==> src/design/sfd_pkg.sv <==
// Package for the serial frame deframer: shared constants, the register
// index codes of the configuration port and the result record type.
// Used by the parser and the top level.
package sfd_pkg;

  // Frame geometry: two preamble bytes plus ten header bytes.
  localparam int unsigned HEADER_BYTES        = 12;
  localparam int unsigned MAX_FRAME_BYTES_DEF = 128;
  localparam int unsigned HDR_FIELD_BYTES     = HEADER_BYTES - 2;

  // Header capture position counter and the stored part of the header.
  // The last header byte (low length byte) is used directly and not stored.
  localparam int unsigned HDR_POS_W       = $clog2(HDR_FIELD_BYTES);
  localparam int unsigned HDR_STORE_DEPTH = HDR_FIELD_BYTES - 1;

  // Configuration port geometry and register indexes.
  localparam int unsigned CFG_IDX_W  = 1;
  localparam int unsigned CFG_DATA_W = 8;
  localparam logic [CFG_IDX_W-1:0] CFG_SYNC_FIRST  = 1'b0;
  localparam logic [CFG_IDX_W-1:0] CFG_SYNC_SECOND = 1'b1;

  // One result word: a payload byte with the latched header fields.
  typedef struct packed {
    logic [7:0]  payload_byte;
    logic [6:0]  payload_index;
    logic        frame_end;
    logic [7:0]  control_byte;
    logic [7:0]  spare_byte;
    logic [15:0] sequence_count;
    logic [15:0] source_address;
    logic [15:0] dest_address;
    logic [6:0]  frame_length;
  } sfd_result_t;

endpackage

==> src/design/sfd_if.sv <==
// Valid/ready channel interfaces of the serial frame deframer.
// sfd_in_if carries received bytes, sfd_out_if carries payload result words.
// Depends on nothing but plain logic types.
interface sfd_in_if;
  logic       valid;
  logic       ready;
  logic [7:0] rx_byte;

  modport source (output valid, output rx_byte, input ready);
  modport sink   (input valid, input rx_byte, output ready);
endinterface

interface sfd_out_if;
  logic        valid;
  logic        ready;
  logic [7:0]  payload_byte;
  logic [6:0]  payload_index;
  logic        frame_end;
  logic [7:0]  control_byte;
  logic [7:0]  spare_byte;
  logic [15:0] sequence_count;
  logic [15:0] source_address;
  logic [15:0] dest_address;
  logic [6:0]  frame_length;

  modport source (output valid, output payload_byte, output payload_index,
                  output frame_end, output control_byte, output spare_byte,
                  output sequence_count, output source_address,
                  output dest_address, output frame_length, input ready);
  modport sink   (input valid, input payload_byte, input payload_index,
                  input frame_end, input control_byte, input spare_byte,
                  input sequence_count, input source_address,
                  input dest_address, input frame_length, output ready);
endinterface

==> src/design/sfd_parser.sv <==
// Frame parser of the serial frame deframer: preamble hunt, header capture,
// length check and payload word generation, one byte per cycle while in_fire is high.
// Depends on sfd_pkg.
module sfd_parser #(
  parameter int unsigned PAYLOAD_CAP = sfd_pkg::MAX_FRAME_BYTES_DEF - sfd_pkg::HEADER_BYTES
) (
  input  logic                         clk,
  input  logic                         rst_n,
  input  logic                         cfg_we,
  input  logic [sfd_pkg::CFG_IDX_W-1:0]  cfg_index,
  input  logic [sfd_pkg::CFG_DATA_W-1:0] cfg_wdata,
  input  logic                         in_fire,
  input  logic [7:0]                   in_byte,
  output logic                         res_valid,
  output sfd_pkg::sfd_result_t         res
);
  import sfd_pkg::*;

  localparam int unsigned CNT_W = $clog2(PAYLOAD_CAP + 1);
  localparam logic [15:0]      CAP_LEN = 16'(PAYLOAD_CAP);
  localparam logic [CNT_W-1:0] CAP_CNT = CNT_W'(PAYLOAD_CAP);
  localparam logic [HDR_POS_W-1:0] HDR_POS_LAST = HDR_POS_W'(HDR_FIELD_BYTES - 1);

  typedef enum logic [3:0] {
    PH_HUNT   = 4'b0001,
    PH_SECOND = 4'b0010,
    PH_HDR    = 4'b0100,
    PH_DATA   = 4'b1000
  } phase_t;

  logic [7:0]           sync_first_r;
  logic [7:0]           sync_second_r;
  phase_t               phase_r, phase_nxt;
  logic [HDR_POS_W-1:0] hdr_pos_r, hdr_pos_nxt;
  logic [7:0]           hdr_r [HDR_STORE_DEPTH];
  logic [CNT_W-1:0]     len_r, len_nxt;
  logic [CNT_W-1:0]     cnt_r, cnt_nxt;
  logic [CNT_W:0]       cnt_inc;
  logic [15:0]          len_field;
  logic                 hdr_last;
  logic                 hdr_we;
  logic                 last_byte;

  // Length comes from the stored high byte and the byte now arriving.
  assign len_field = {hdr_r[HDR_STORE_DEPTH-1], in_byte};
  assign hdr_last  = (hdr_pos_r == HDR_POS_LAST);
  assign cnt_inc   = {1'b0, cnt_r} + (CNT_W + 1)'(1);
  assign last_byte = (cnt_inc >= {1'b0, len_r});

  // Next-state logic for one accepted byte.
  always_comb begin
    phase_nxt   = phase_r;
    hdr_pos_nxt = hdr_pos_r;
    len_nxt     = len_r;
    cnt_nxt     = cnt_r;
    hdr_we      = 1'b0;
    res_valid   = 1'b0;
    if (in_fire) begin
      case (phase_r)
        PH_SECOND: begin
          phase_nxt   = (in_byte == sync_second_r) ? PH_HDR : PH_HUNT;
          hdr_pos_nxt = '0;
        end
        PH_HDR: begin
          if (!hdr_last) begin
            hdr_we      = 1'b1;
            hdr_pos_nxt = hdr_pos_r + HDR_POS_W'(1);
          end else if (len_field <= CAP_LEN) begin
            len_nxt   = CNT_W'(len_field);
            cnt_nxt   = '0;
            phase_nxt = PH_DATA;
          end else begin
            // Oversized frame is dropped without any result.
            phase_nxt = PH_HUNT;
          end
        end
        PH_DATA: begin
          if (cnt_r >= CAP_CNT) begin
            phase_nxt = PH_HUNT;
          end else begin
            res_valid = 1'b1;
            cnt_nxt   = cnt_inc[CNT_W-1:0];
            if (last_byte) begin
              phase_nxt = PH_HUNT;
            end
          end
        end
        default: begin
          phase_nxt = (in_byte == sync_first_r) ? PH_SECOND : PH_HUNT;
        end
      endcase
    end
  end

  // Result word built from the arriving byte and the latched header.
  always_comb begin
    res.payload_byte   = in_byte;
    res.payload_index  = 7'(cnt_r);
    res.frame_end      = last_byte;
    res.control_byte   = hdr_r[0];
    res.spare_byte     = hdr_r[1];
    res.sequence_count = {hdr_r[2], hdr_r[3]};
    res.source_address = {hdr_r[4], hdr_r[5]};
    res.dest_address   = {hdr_r[6], hdr_r[7]};
    res.frame_length   = 7'(len_r);
  end

  // Configuration registers.
  always_ff @(posedge clk) begin
    if (!rst_n) begin
      sync_first_r  <= '0;
      sync_second_r <= '0;
    end else if (cfg_we) begin
      case (cfg_index)
        CFG_SYNC_FIRST:  sync_first_r  <= cfg_wdata[7:0];
        CFG_SYNC_SECOND: sync_second_r <= cfg_wdata[7:0];
        default: begin
        end
      endcase
    end
  end

  // Parser control state.
  always_ff @(posedge clk) begin
    if (!rst_n) begin
      phase_r   <= PH_HUNT;
      hdr_pos_r <= '0;
      cnt_r     <= '0;
      len_r     <= '0;
    end else begin
      phase_r   <= phase_nxt;
      hdr_pos_r <= hdr_pos_nxt;
      cnt_r     <= cnt_nxt;
      len_r     <= len_nxt;
    end
  end

  // Header byte store, written once per header position.
  always_ff @(posedge clk) begin
    if (hdr_we) begin
      hdr_r[hdr_pos_r] <= in_byte;
    end
  end

`ifndef SYNTHESIS
  // The last payload byte always sends the parser back to the hunt.
  a_end_to_hunt: assert property (@(posedge clk) disable iff (!rst_n)
    res_valid && res.frame_end |=> phase_r == PH_HUNT)
    else $error("parser did not return to hunt after last payload byte");

  // Header capture advances exactly one position per accepted byte.
  a_hdr_step: assert property (@(posedge clk) disable iff (!rst_n)
    in_fire && phase_r == PH_HDR && !hdr_last
      |=> phase_r == PH_HDR && hdr_pos_r == $past(hdr_pos_r) + HDR_POS_W'(1))
    else $error("header position did not advance");

  // While in payload, the byte count stays below the accepted length or is still zero.
  a_cnt_bound: assert property (@(posedge clk) disable iff (!rst_n)
    phase_r == PH_DATA |-> (cnt_r < len_r) || (cnt_r == '0))
    else $error("payload count ran past the frame length");

  // Without an accepted byte the parser state holds.
  a_hold: assert property (@(posedge clk) disable iff (!rst_n)
    !in_fire |=> $stable(phase_r) && $stable(cnt_r) && $stable(hdr_pos_r))
    else $error("parser state moved without an accepted byte");
`endif

endmodule

==> src/design/serial_frame_deframer.sv <==
// Top level of the serial frame deframer: parser plus a two-word output
// buffer between the byte channel and the payload channel.
// Depends on sfd_pkg, sfd_in_if, sfd_out_if and sfd_parser.
//
// Usage:
//   in_ch carries one received serial byte per word. The block hunts for the
//   two preamble bytes set in the sync_first and sync_second registers,
//   captures ten header bytes and then sends each payload byte on out_ch
//   together with the latched header fields; the last byte has frame_end set.
//   A frame whose length exceeds MAX_FRAME_BYTES minus twelve is dropped.
//   The cfg_we/cfg_index/cfg_wdata port writes the two preamble registers and
//   is to be used only while the block is idle; the block does not enforce this.
//   Throughput is one input byte per cycle while in_ch.ready is high. A payload
//   byte reaches out_ch from the output register, via the skid register while
//   out_ch stalls; bytes that produce no word leave no trace on out_ch.
//   Reset (rst_n low, synchronous) returns the parser to the preamble hunt,
//   clears both preamble registers and empties the output buffer.
//   When out_ch stalls, the output register holds its word and one more word
//   is taken into a skid register; in_ch.ready drops only while that skid
//   register is full, and it comes from a flop.
module serial_frame_deframer #(
  parameter int unsigned MAX_FRAME_BYTES = sfd_pkg::MAX_FRAME_BYTES_DEF
) (
  input  logic                           clk,
  input  logic                           rst_n,
  sfd_in_if.sink                         in_ch,
  sfd_out_if.source                      out_ch,
  input  logic                           cfg_we,
  input  logic [sfd_pkg::CFG_IDX_W-1:0]  cfg_index,
  input  logic [sfd_pkg::CFG_DATA_W-1:0] cfg_wdata
);
  import sfd_pkg::*;

  localparam int unsigned PAYLOAD_CAP = MAX_FRAME_BYTES - HEADER_BYTES;

  logic        in_fire;
  logic        push;
  logic        pop;
  sfd_result_t res;
  sfd_result_t out_r;
  sfd_result_t skid_r;
  logic        out_v_r;
  logic        skid_v_r;

  assign in_ch.ready = !skid_v_r;
  assign in_fire     = in_ch.valid && !skid_v_r;
  assign pop         = out_v_r && out_ch.ready;

  sfd_parser #(
    .PAYLOAD_CAP (PAYLOAD_CAP)
  ) u_parser (
    .clk       (clk),
    .rst_n     (rst_n),
    .cfg_we    (cfg_we),
    .cfg_index (cfg_index),
    .cfg_wdata (cfg_wdata),
    .in_fire   (in_fire),
    .in_byte   (in_ch.rx_byte),
    .res_valid (push),
    .res       (res)
  );

  // Output register with a skid stage behind it.
  always_ff @(posedge clk) begin
    if (!rst_n) begin
      out_v_r  <= 1'b0;
      skid_v_r <= 1'b0;
    end else if (!out_v_r || pop) begin
      if (skid_v_r) begin
        out_v_r  <= 1'b1;
        skid_v_r <= 1'b0;
      end else begin
        out_v_r <= push;
      end
    end else if (push) begin
      skid_v_r <= 1'b1;
    end
  end

  // Payload side of the buffer.
  always_ff @(posedge clk) begin
    if (!out_v_r || pop) begin
      if (skid_v_r) begin
        out_r <= skid_r;
      end else if (push) begin
        out_r <= res;
      end
    end else if (push) begin
      skid_r <= res;
    end
  end

  // Drive the result channel.
  assign out_ch.valid          = out_v_r;
  assign out_ch.payload_byte   = out_r.payload_byte;
  assign out_ch.payload_index  = out_r.payload_index;
  assign out_ch.frame_end      = out_r.frame_end;
  assign out_ch.control_byte   = out_r.control_byte;
  assign out_ch.spare_byte     = out_r.spare_byte;
  assign out_ch.sequence_count = out_r.sequence_count;
  assign out_ch.source_address = out_r.source_address;
  assign out_ch.dest_address   = out_r.dest_address;
  assign out_ch.frame_length   = out_r.frame_length;

`ifndef SYNTHESIS
  // The skid register only fills behind a full output register.
  a_skid_behind_out: assert property (@(posedge clk) disable iff (!rst_n)
    skid_v_r |-> out_v_r)
    else $error("skid word held while output register is empty");

  // A new word during a stall lands in the skid register.
  a_stall_push: assert property (@(posedge clk) disable iff (!rst_n)
    out_v_r && !out_ch.ready && push |=> skid_v_r && out_v_r)
    else $error("word lost while the output was stalled");

  // Draining the output moves the skid word forward.
  a_skid_drain: assert property (@(posedge clk) disable iff (!rst_n)
    skid_v_r && pop |=> !skid_v_r && out_v_r)
    else $error("skid word not moved to the output register");
`endif

endmodule
==> src/flat_wrapper.sv <==
// flat-port wrapper written by rule: the top's interface ports become plain ports
module serial_frame_deframer_flat import sfd_pkg::*;
#(
  parameter int unsigned MAX_FRAME_BYTES = sfd_pkg::MAX_FRAME_BYTES_DEF
)
  (clk, rst_n, cfg_we, cfg_index, cfg_wdata, in_ch_valid, in_ch_rx_byte, in_ch_ready, out_ch_valid, out_ch_payload_byte, out_ch_payload_index, out_ch_frame_end, out_ch_control_byte, out_ch_spare_byte, out_ch_sequence_count, out_ch_source_address, out_ch_dest_address, out_ch_frame_length, out_ch_ready);
  sfd_in_if in_ch_i ();
  sfd_out_if out_ch_i ();
  input  logic clk;
  input  logic rst_n;
  input  logic cfg_we;
  input  logic [sfd_pkg::CFG_IDX_W-1:0] cfg_index;
  input  logic [sfd_pkg::CFG_DATA_W-1:0] cfg_wdata;
  input wire logic [$bits(in_ch_i.valid)-1:0] in_ch_valid;
  input wire logic [$bits(in_ch_i.rx_byte)-1:0] in_ch_rx_byte;
  output wire logic [$bits(in_ch_i.ready)-1:0] in_ch_ready;
  output wire logic [$bits(out_ch_i.valid)-1:0] out_ch_valid;
  output wire logic [$bits(out_ch_i.payload_byte)-1:0] out_ch_payload_byte;
  output wire logic [$bits(out_ch_i.payload_index)-1:0] out_ch_payload_index;
  output wire logic [$bits(out_ch_i.frame_end)-1:0] out_ch_frame_end;
  output wire logic [$bits(out_ch_i.control_byte)-1:0] out_ch_control_byte;
  output wire logic [$bits(out_ch_i.spare_byte)-1:0] out_ch_spare_byte;
  output wire logic [$bits(out_ch_i.sequence_count)-1:0] out_ch_sequence_count;
  output wire logic [$bits(out_ch_i.source_address)-1:0] out_ch_source_address;
  output wire logic [$bits(out_ch_i.dest_address)-1:0] out_ch_dest_address;
  output wire logic [$bits(out_ch_i.frame_length)-1:0] out_ch_frame_length;
  input wire logic [$bits(out_ch_i.ready)-1:0] out_ch_ready;
  assign in_ch_i.valid = in_ch_valid;
  assign in_ch_i.rx_byte = in_ch_rx_byte;
  assign in_ch_ready = in_ch_i.ready;
  assign out_ch_valid = out_ch_i.valid;
  assign out_ch_payload_byte = out_ch_i.payload_byte;
  assign out_ch_payload_index = out_ch_i.payload_index;
  assign out_ch_frame_end = out_ch_i.frame_end;
  assign out_ch_control_byte = out_ch_i.control_byte;
  assign out_ch_spare_byte = out_ch_i.spare_byte;
  assign out_ch_sequence_count = out_ch_i.sequence_count;
  assign out_ch_source_address = out_ch_i.source_address;
  assign out_ch_dest_address = out_ch_i.dest_address;
  assign out_ch_frame_length = out_ch_i.frame_length;
  assign out_ch_i.ready = out_ch_ready;
  serial_frame_deframer #(.MAX_FRAME_BYTES(MAX_FRAME_BYTES)) u_core (.clk(clk), .rst_n(rst_n), .in_ch(in_ch_i), .out_ch(out_ch_i), .cfg_we(cfg_we), .cfg_index(cfg_index), .cfg_wdata(cfg_wdata));
endmodule
==> config.mk <==
export PLATFORM = sky130hd
export DESIGN_NAME = serial_frame_deframer_flat
export DESIGN_NICKNAME = d
export VERILOG_FILES = /design/src/design/sfd_pkg.sv /design/src/design/sfd_if.sv /design/src/design/sfd_parser.sv /design/src/design/serial_frame_deframer.sv /design/src/flat_wrapper.sv
export SDC_FILE = /design/constraint.sdc
export NUM_CORES = 1
export LEC_CHECK = 0
export ABC_AREA = 1
export BUFFER_PORTS_ARGS = -buffer_cell sky130_fd_sc_hd__buf_2
export CAP_MARGIN = 15
export CORE_MARGIN = 2
export CORE_UTILIZATION = 55
export DETAILED_ROUTE_END_ITERATION = 12
export PLACE_DENSITY = 0.75
export SLEW_MARGIN = 10
export SYNTH_ARGS = -nofsm -noshare
export SYNTH_HDL_FRONTEND = slang
export SYNTH_SLANG_ARGS = --single-unit
==> constraint.sdc <==
create_clock -name clk -period 8.35 [get_ports clk]
set_input_delay 1.2525 -clock clk [delete_from_list [all_inputs] [get_ports clk]]
set_output_delay 1.2525 -clock clk [all_outputs]
set_load 0.01 [all_outputs]
# After elaboration in Yosys (flattened, before gate mapping)
# Memories as Yosys holds them, arrays and structs flattened.
# Index checks and enable logic that the tools add are counted.
word_totals:
  register_bits: 214
  mem_bits_rw: 72
  out_inout_bits: 89
  mem_count: 1
memory_table:
  columns: ["name", "words", "width", "read_ports", "rd_ports_with_merged_regs", "wr", "line", "rtl"]
  rows:
  - ["u_core.u_parser.hdr_r", 9, 8, 9, 0, 1, "sfd_parser.sv:35", "logic [7:0] hdr_r [HDR_STORE_DEPTH];"]
op_classes:
  n_addsub: 2
  magnitude_cmp: 3
  n_eq_ne: 11
  muxes: 24
  bitwise: 3
  n_reduce_logical: 17
op_table:
  columns: ["operator", "n"]
  rows:
  - ["2-to-1 mux 87 bit", 2]
  - ["2-to-1 mux 7 bit", 3]
  - ["2-to-1 mux 4 bit", 5]
  - ["== test 8 bit", 2]
  - ["<= comparator 16 x 7 -> 1 bit (second input constant)", 1]
  - ["case mux 7 bit (2 select lines)", 1]
  - ["case mux 4 bit (3 select lines)", 1]
  - ["2-to-1 mux 1 bit", 9]
  - ["adder 7 x 1 -> 8 bit (second input constant)", 1]
  - ["== test 4 bit (second input constant)", 2]
  - [">= comparator 8 x 7 -> 1 bit", 1]
  - ["inequality test 2 bit (second input constant)", 4]
  - ["case mux 4 bit (2 select lines)", 1]
  - ["AND reduction 2 bit", 4]
  - [">= comparator 7 bit (second input constant)", 1]
  - ["AND reduction 3 bit", 2]
  - ["nonzero test 2 bit", 3]
  - ["AND reduction 5 bit", 1]
  - ["adder 4 x 1 -> 4 bit (second input constant)", 1]
  - ["== test 4 x 2 -> 1 bit (second input constant)", 1]
  - ["== test 4 x 3 -> 1 bit (second input constant)", 1]
  - ["AND reduction 4 bit", 1]
  - ["2-to-1 mux 3 bit", 1]
  - ["inequality test 3 bit (second input constant)", 1]
  - ["6 further kinds", 10]

# Logic depth before layout (Yosys ltp)
logic_depth:
  depth_word: 6
  depth_mapped: 16
  depth_no_buf: 16

# Hierarchy
# Synthesis repeated with hierarchy kept, for this count alone.
unflattened:
  hier_cells: 882
  area_unflattened_um2: 10898.0
by_module_without_submodules:
  columns: ["module", "n_inst", "cells_each", "area_per_inst_um2", "seq_area_each_um2"]
  rows:
  - ["serial_frame_deframer", 1, 467, 6409.9, 5265.0]
  - ["sfd_parser", 1, 415, 4488.1, 2922.8]

# Worst setup path after synthesis
# OpenSTA, ideal clock, no wires.
synth_timing:
  path_type: "input-to-reg"
  start: "in in_ch_valid"
  end: "reg u_core.out_r, in the netlist u_core.out_ch.control_byte[0] (enable)"
  setup_time_ns: 0.534
  arrival_time_ns: 5.280
  t_required_ns: 7.816
  setup_slack_ns: 2.536
  path_stages: 6
  cell_sequence: "nand2_1 -> inv_2 -> nand2_1 -> nand2_1 -> inv_1 -> nor2_1"
synth_between:
  elab_chain_cells: 4
synth_lines:
  columns: ["element", "line", "rtl"]
  rows:
  - ["start, declared", "flat_wrapper.sv:14", "input wire logic [$bits(in_ch_i.valid)-1:0] in_ch_valid;"]
  - ["logical AND 1 bit", "serial_frame_deframer.sv:46", "assign in_fire = in_ch.valid && !skid_v_r;"]
  - ["2-to-1 mux 1 bit", "sfd_parser.sv:58", "if (in_fire) begin"]
  - ["nonzero test 2 bit (no line)", null, null]
  - ["AND reduction 2 bit (no line)", null, null]
  - ["end signal, assigned", "serial_frame_deframer.sv:84", "out_r <= skid_r;"]
  - ["end signal, assigned", "serial_frame_deframer.sv:86", "out_r <= res;"]
  - ["end, declared", "serial_frame_deframer.sv:40", "sfd_result_t out_r;"]
# Every way passes these cells.
# A chain may end at the register's enable or synchronous reset.

# Final worst setup path
layout_timing:
  start: "reg u_core.skid_v_r"
  end: "out in_ch_ready"
layout_between:
  elab_chain_cells: 1
layout_lines:
  columns: ["element", "line", "rtl"]
  rows:
  - ["start, declared", "serial_frame_deframer.sv:43", "logic skid_v_r;"]
  - ["start signal, assigned", "serial_frame_deframer.sv:67", "skid_v_r <= 1'b0;"]
  - ["start signal, assigned", "serial_frame_deframer.sv:71", "skid_v_r <= 1'b0;"]
  - ["start signal, assigned", "serial_frame_deframer.sv:76", "skid_v_r <= 1'b1;"]
  - ["zero test 1 bit", "serial_frame_deframer.sv:45", "assign in_ch.ready = !skid_v_r;"]
  - ["end, declared", "flat_wrapper.sv:16", "output wire logic [$bits(in_ch_i.ready)-1:0] in_ch_ready;"]
# Every way passes these cells.

==> impl_metrics.csv <==
group,metric,value,unit
cts,cts_root_buf,"clkbuf_16",
cts,cts_buffers,28,
logic_synthesis,synth_compound_area_frac,0.0247,
drt,dr.pass1.iters,5,
timing,skew,0.0168,ns
placed_design,place_congestion,0.797,
placed_design,io_buffers,110,
critical_path,critical_path_class,"reg -> out",
critical_path,cp_data_arrival_time,2.38,ns
drt,wl_per_cell,15.8,um
grt,track_usage,0.196,
critical_path,slowest_stage,"dfxtp_4",
cells_and_area,area_delta_synth_final,16.2,%
timing,rsz0062_at_grt,"no",
timing,worstMarginPinSlew,1.15,ns
min_path,hp-class,"reg -> reg",
placed_design,place_hpwl,12000,um
critical_path,critPathMaxStageDelay,1.03,ns
timing,setup_tns,0,ns
timing,final_hold_viol_count,0,
logic_synthesis,ys_ff_latch,286,
drt,routed_wl,20100,um
die,design.die.area,20800,um2
cells_and_area,final_common_cell,"nand2_1",
drt,drc,0,
logic_synthesis,synthMuxAreaShare,0,
critical_path,cp-start-kind,"register",
cts,cts_hold_buffers,0,
cells_and_area,fin_util,0.648,
critical_path,cp_num_buf_inv,3,
timing,maxSlewHeadroom,0.234,
die,num_rows,51,
timing,slew_violations,0,
cts,cts_buffer_depth,3,
logic_synthesis,syn-mean-instance-area,12.5,um2
logic_synthesis,synth_fa_ha_area_frac,0.0151,
grt,grt_max_degree,104,
cts,cts_resized,0,
cts,clock-sinks,286,
timing,fin_crit,3.64,ns
power_and_ir_drop,ir_drop,161,uV
logic_synthesis,synth_cells,866,
critical_path,cp_cell_sequence,"inv_2, buf_4, buf_2",
status,status,"completed",
timing,max_freq,0.275,GHz
logic_synthesis,synth_area,10800,um2
cts,clk_latency,0.54,ns
grt,busiest_layer,"met2",
flow_run,drv_cap,0,
cells_and_area,final_area,12500,um2
critical_path,path_max_fanout,103,
cts,clk_pin_slew,0.06,ns
cells_and_area,layout_common_cells,"nand2_1 (300), edfxtp_1 (246), buf_2 (111)",
critical_path,required,7.10,ns
grt,met1_usage,0.265,
grt,met2_usage,0.325,
grt,grt_use_met3,0.0328,
cells_and_area,drive_above_1_share,0.175,
cts,cts_setup_buffers,0,
die,core_area,19300,um2
drt,vias_per_cell,5.03,
grt,overflow,0,
cells_and_area,fin_nets,1022,
cells_and_area,fillCellCount,1423,
grt,antenna_found_initial,0,
power_and_ir_drop,leakage,0.00482,uW
logic_synthesis,synth_simple_gate_area_frac,0.158,
drt,via_count,6414,
logic_synthesis,ys_warn_count,0,
critical_path,cp_top_family,"flip-flops",
cells_and_area,insertedDiodeCount,0,
placed_design,placed_area,11600,um2
logic_synthesis,synth_fp_nets,901,
die,ios,111,
die,start_util,0.558,
logic_synthesis,synth_top_family_by_area,"simple AND/OR/NAND/NOR gates",
power_and_ir_drop,finalPower,2850,uW
cts,htreeDepth,1,
drt,ant_nets,0,
power_and_ir_drop,power_density,227,nW/um2
logic_synthesis,synthXorXnorAreaFrac,0.0162,
die,die_h,144,um
critical_path,end_kind,"output port",
drt,drt_iter0_drc,533,
die,die_w,144,um
cts,cts_tree,"done",
logic_synthesis,seq_area_frac_synth,0.759,
grt,grt_pass1_vias,6186,
grt,grt_pass1_wl,31500,um
timing,fin_crit_sh,0.435,
logic_synthesis,yosysUniqueCellTypes,27,
timing,setup_viol,0,
[worst reg2reg max path, stage by stage (launching register included)]
cell and delay, ns:
dfxtp_4 0.64, inv_2 0.25, nand2_1 0.09, inv_2 0.14, nand2_1 0.16, nand2_1 0.09
inv_1 0.09, nor2_4 0.08, buf_4 0.82
[cell families (layout without fill, tap and decap cells)]
family	after synthesis	count (layout)
AO/OA/AOI/OAI	53	53
flip-flops	286	286
buffers and inverters	74	217
XOR/XNOR	20	20
AND/OR/NAND/NOR	420	420
adder cells (fa/ha/maj)	13	13
[cell usage after synthesis]
cell      instances  area (um2)
inv_2             4        15.0
nor2_2            2        12.5
nand3_4           2        35.0
dfxtp_1          40         801
o21ai_1           4        20.0
nand3_1          11        55.1
nor2_4            3        33.8
buf_1             3        11.3
nor2_1           80         300
clkbuf_1         18        67.6
a31oi_1           1        6.26
xnor2_1          15         131
o21ai_0          34         170
nor3_1           11        55.1
nand3_2           2        20.0
a21oi_1          14        70.1
clkinv_1          2        7.51
nand2_2           4        25.0
ha_1             13         163
buf_6             2        22.5
inv_1            45         169
nand2_1         300        1130
and3_1            1        6.26
edfxtp_1        246        7390
nand3b_1          2        15.0
nor3_2            2        20.0
xor2_1            5        43.8
[sequential cells by signal, indices dropped and copies added (netlist names), 4 cells and up]
name and cells:
u_core.out_ch.control_byte 8, u_core.u_parser.len_r 7, u_core.u_parser.cnt_r 7, u_core.u_parser.hdr_pos_r 4
u_core.out_ch.spare_byte 8, u_core.u_parser.phase_r 4, u_core.out_ch.sequence_count 16, u_core.out_ch.dest_address 16
u_core.out_ch.source_address 16, u_core.skid_r 87, u_core.out_ch.frame_length 7, u_core.u_parser.sync_first_r 8
u_core.out_ch.payload_index 7, u_core.u_parser.sync_second_r 8, u_core.u_parser.hdr_r 72, u_core.out_ch.payload_byte 8
[layout make-up]
cell class                 instances  area, um2  share of cell area
sequential                       286       8190               0.654
clock buffer                      38        769              0.0614
multi-input combinational        506       2320               0.185
tap                              265        332              0.0265
clock inverter                    14        146              0.0117
inverter                          51        191              0.0153
timing repair buffer             114        578              0.0461
[final timing paths]
kind / end / depth (start not counted) / startpoint / slack (ns)
worst min-delay path: u_core.skid_r[6] / 0 / u_core.u_parser.len_r[6] / 0.43
worst max-delay path: in_ch_ready / 3 / u_core.skid_v_r / 4.71
worst min register to register: u_core.skid_r[6] / 0 / u_core.u_parser.len_r[6] / 0.43
worst max register to register: u_core.out_ch.payload_byte[7] / 8 / u_core.skid_v_r / 5.55
[layer usage]
| layer | share of wire | routed length [um] |
|---|---|---|
| met2 | 0.49 | 9760 |
| met5 | 0 | 0 |
| met4 | 0.026 | 513 |
| met3 | 0.051 | 1020 |
| met1 | 0.44 | 8820 |
[power by group]
part           switching, uW  total, uW  leakage, uW  internal (uW)
registers               5.21       1550      0.00254           1540
logic                   39.1       57.5      0.00183           18.4
clock network            504       1240     0.000445            737
[through the flow]
stage	instances	hold slack, ns	worst slack, ns
after CTS	1273	0.430	4.67
after floorplan	866	0.408	2.54
after global routing	1274	0.441	4.50
after global placement	1221	0.409	5.18
after detailed placement	1221	0.415	5.14
final	1274	0.432	4.71
(Power assumes the default switching activity.)
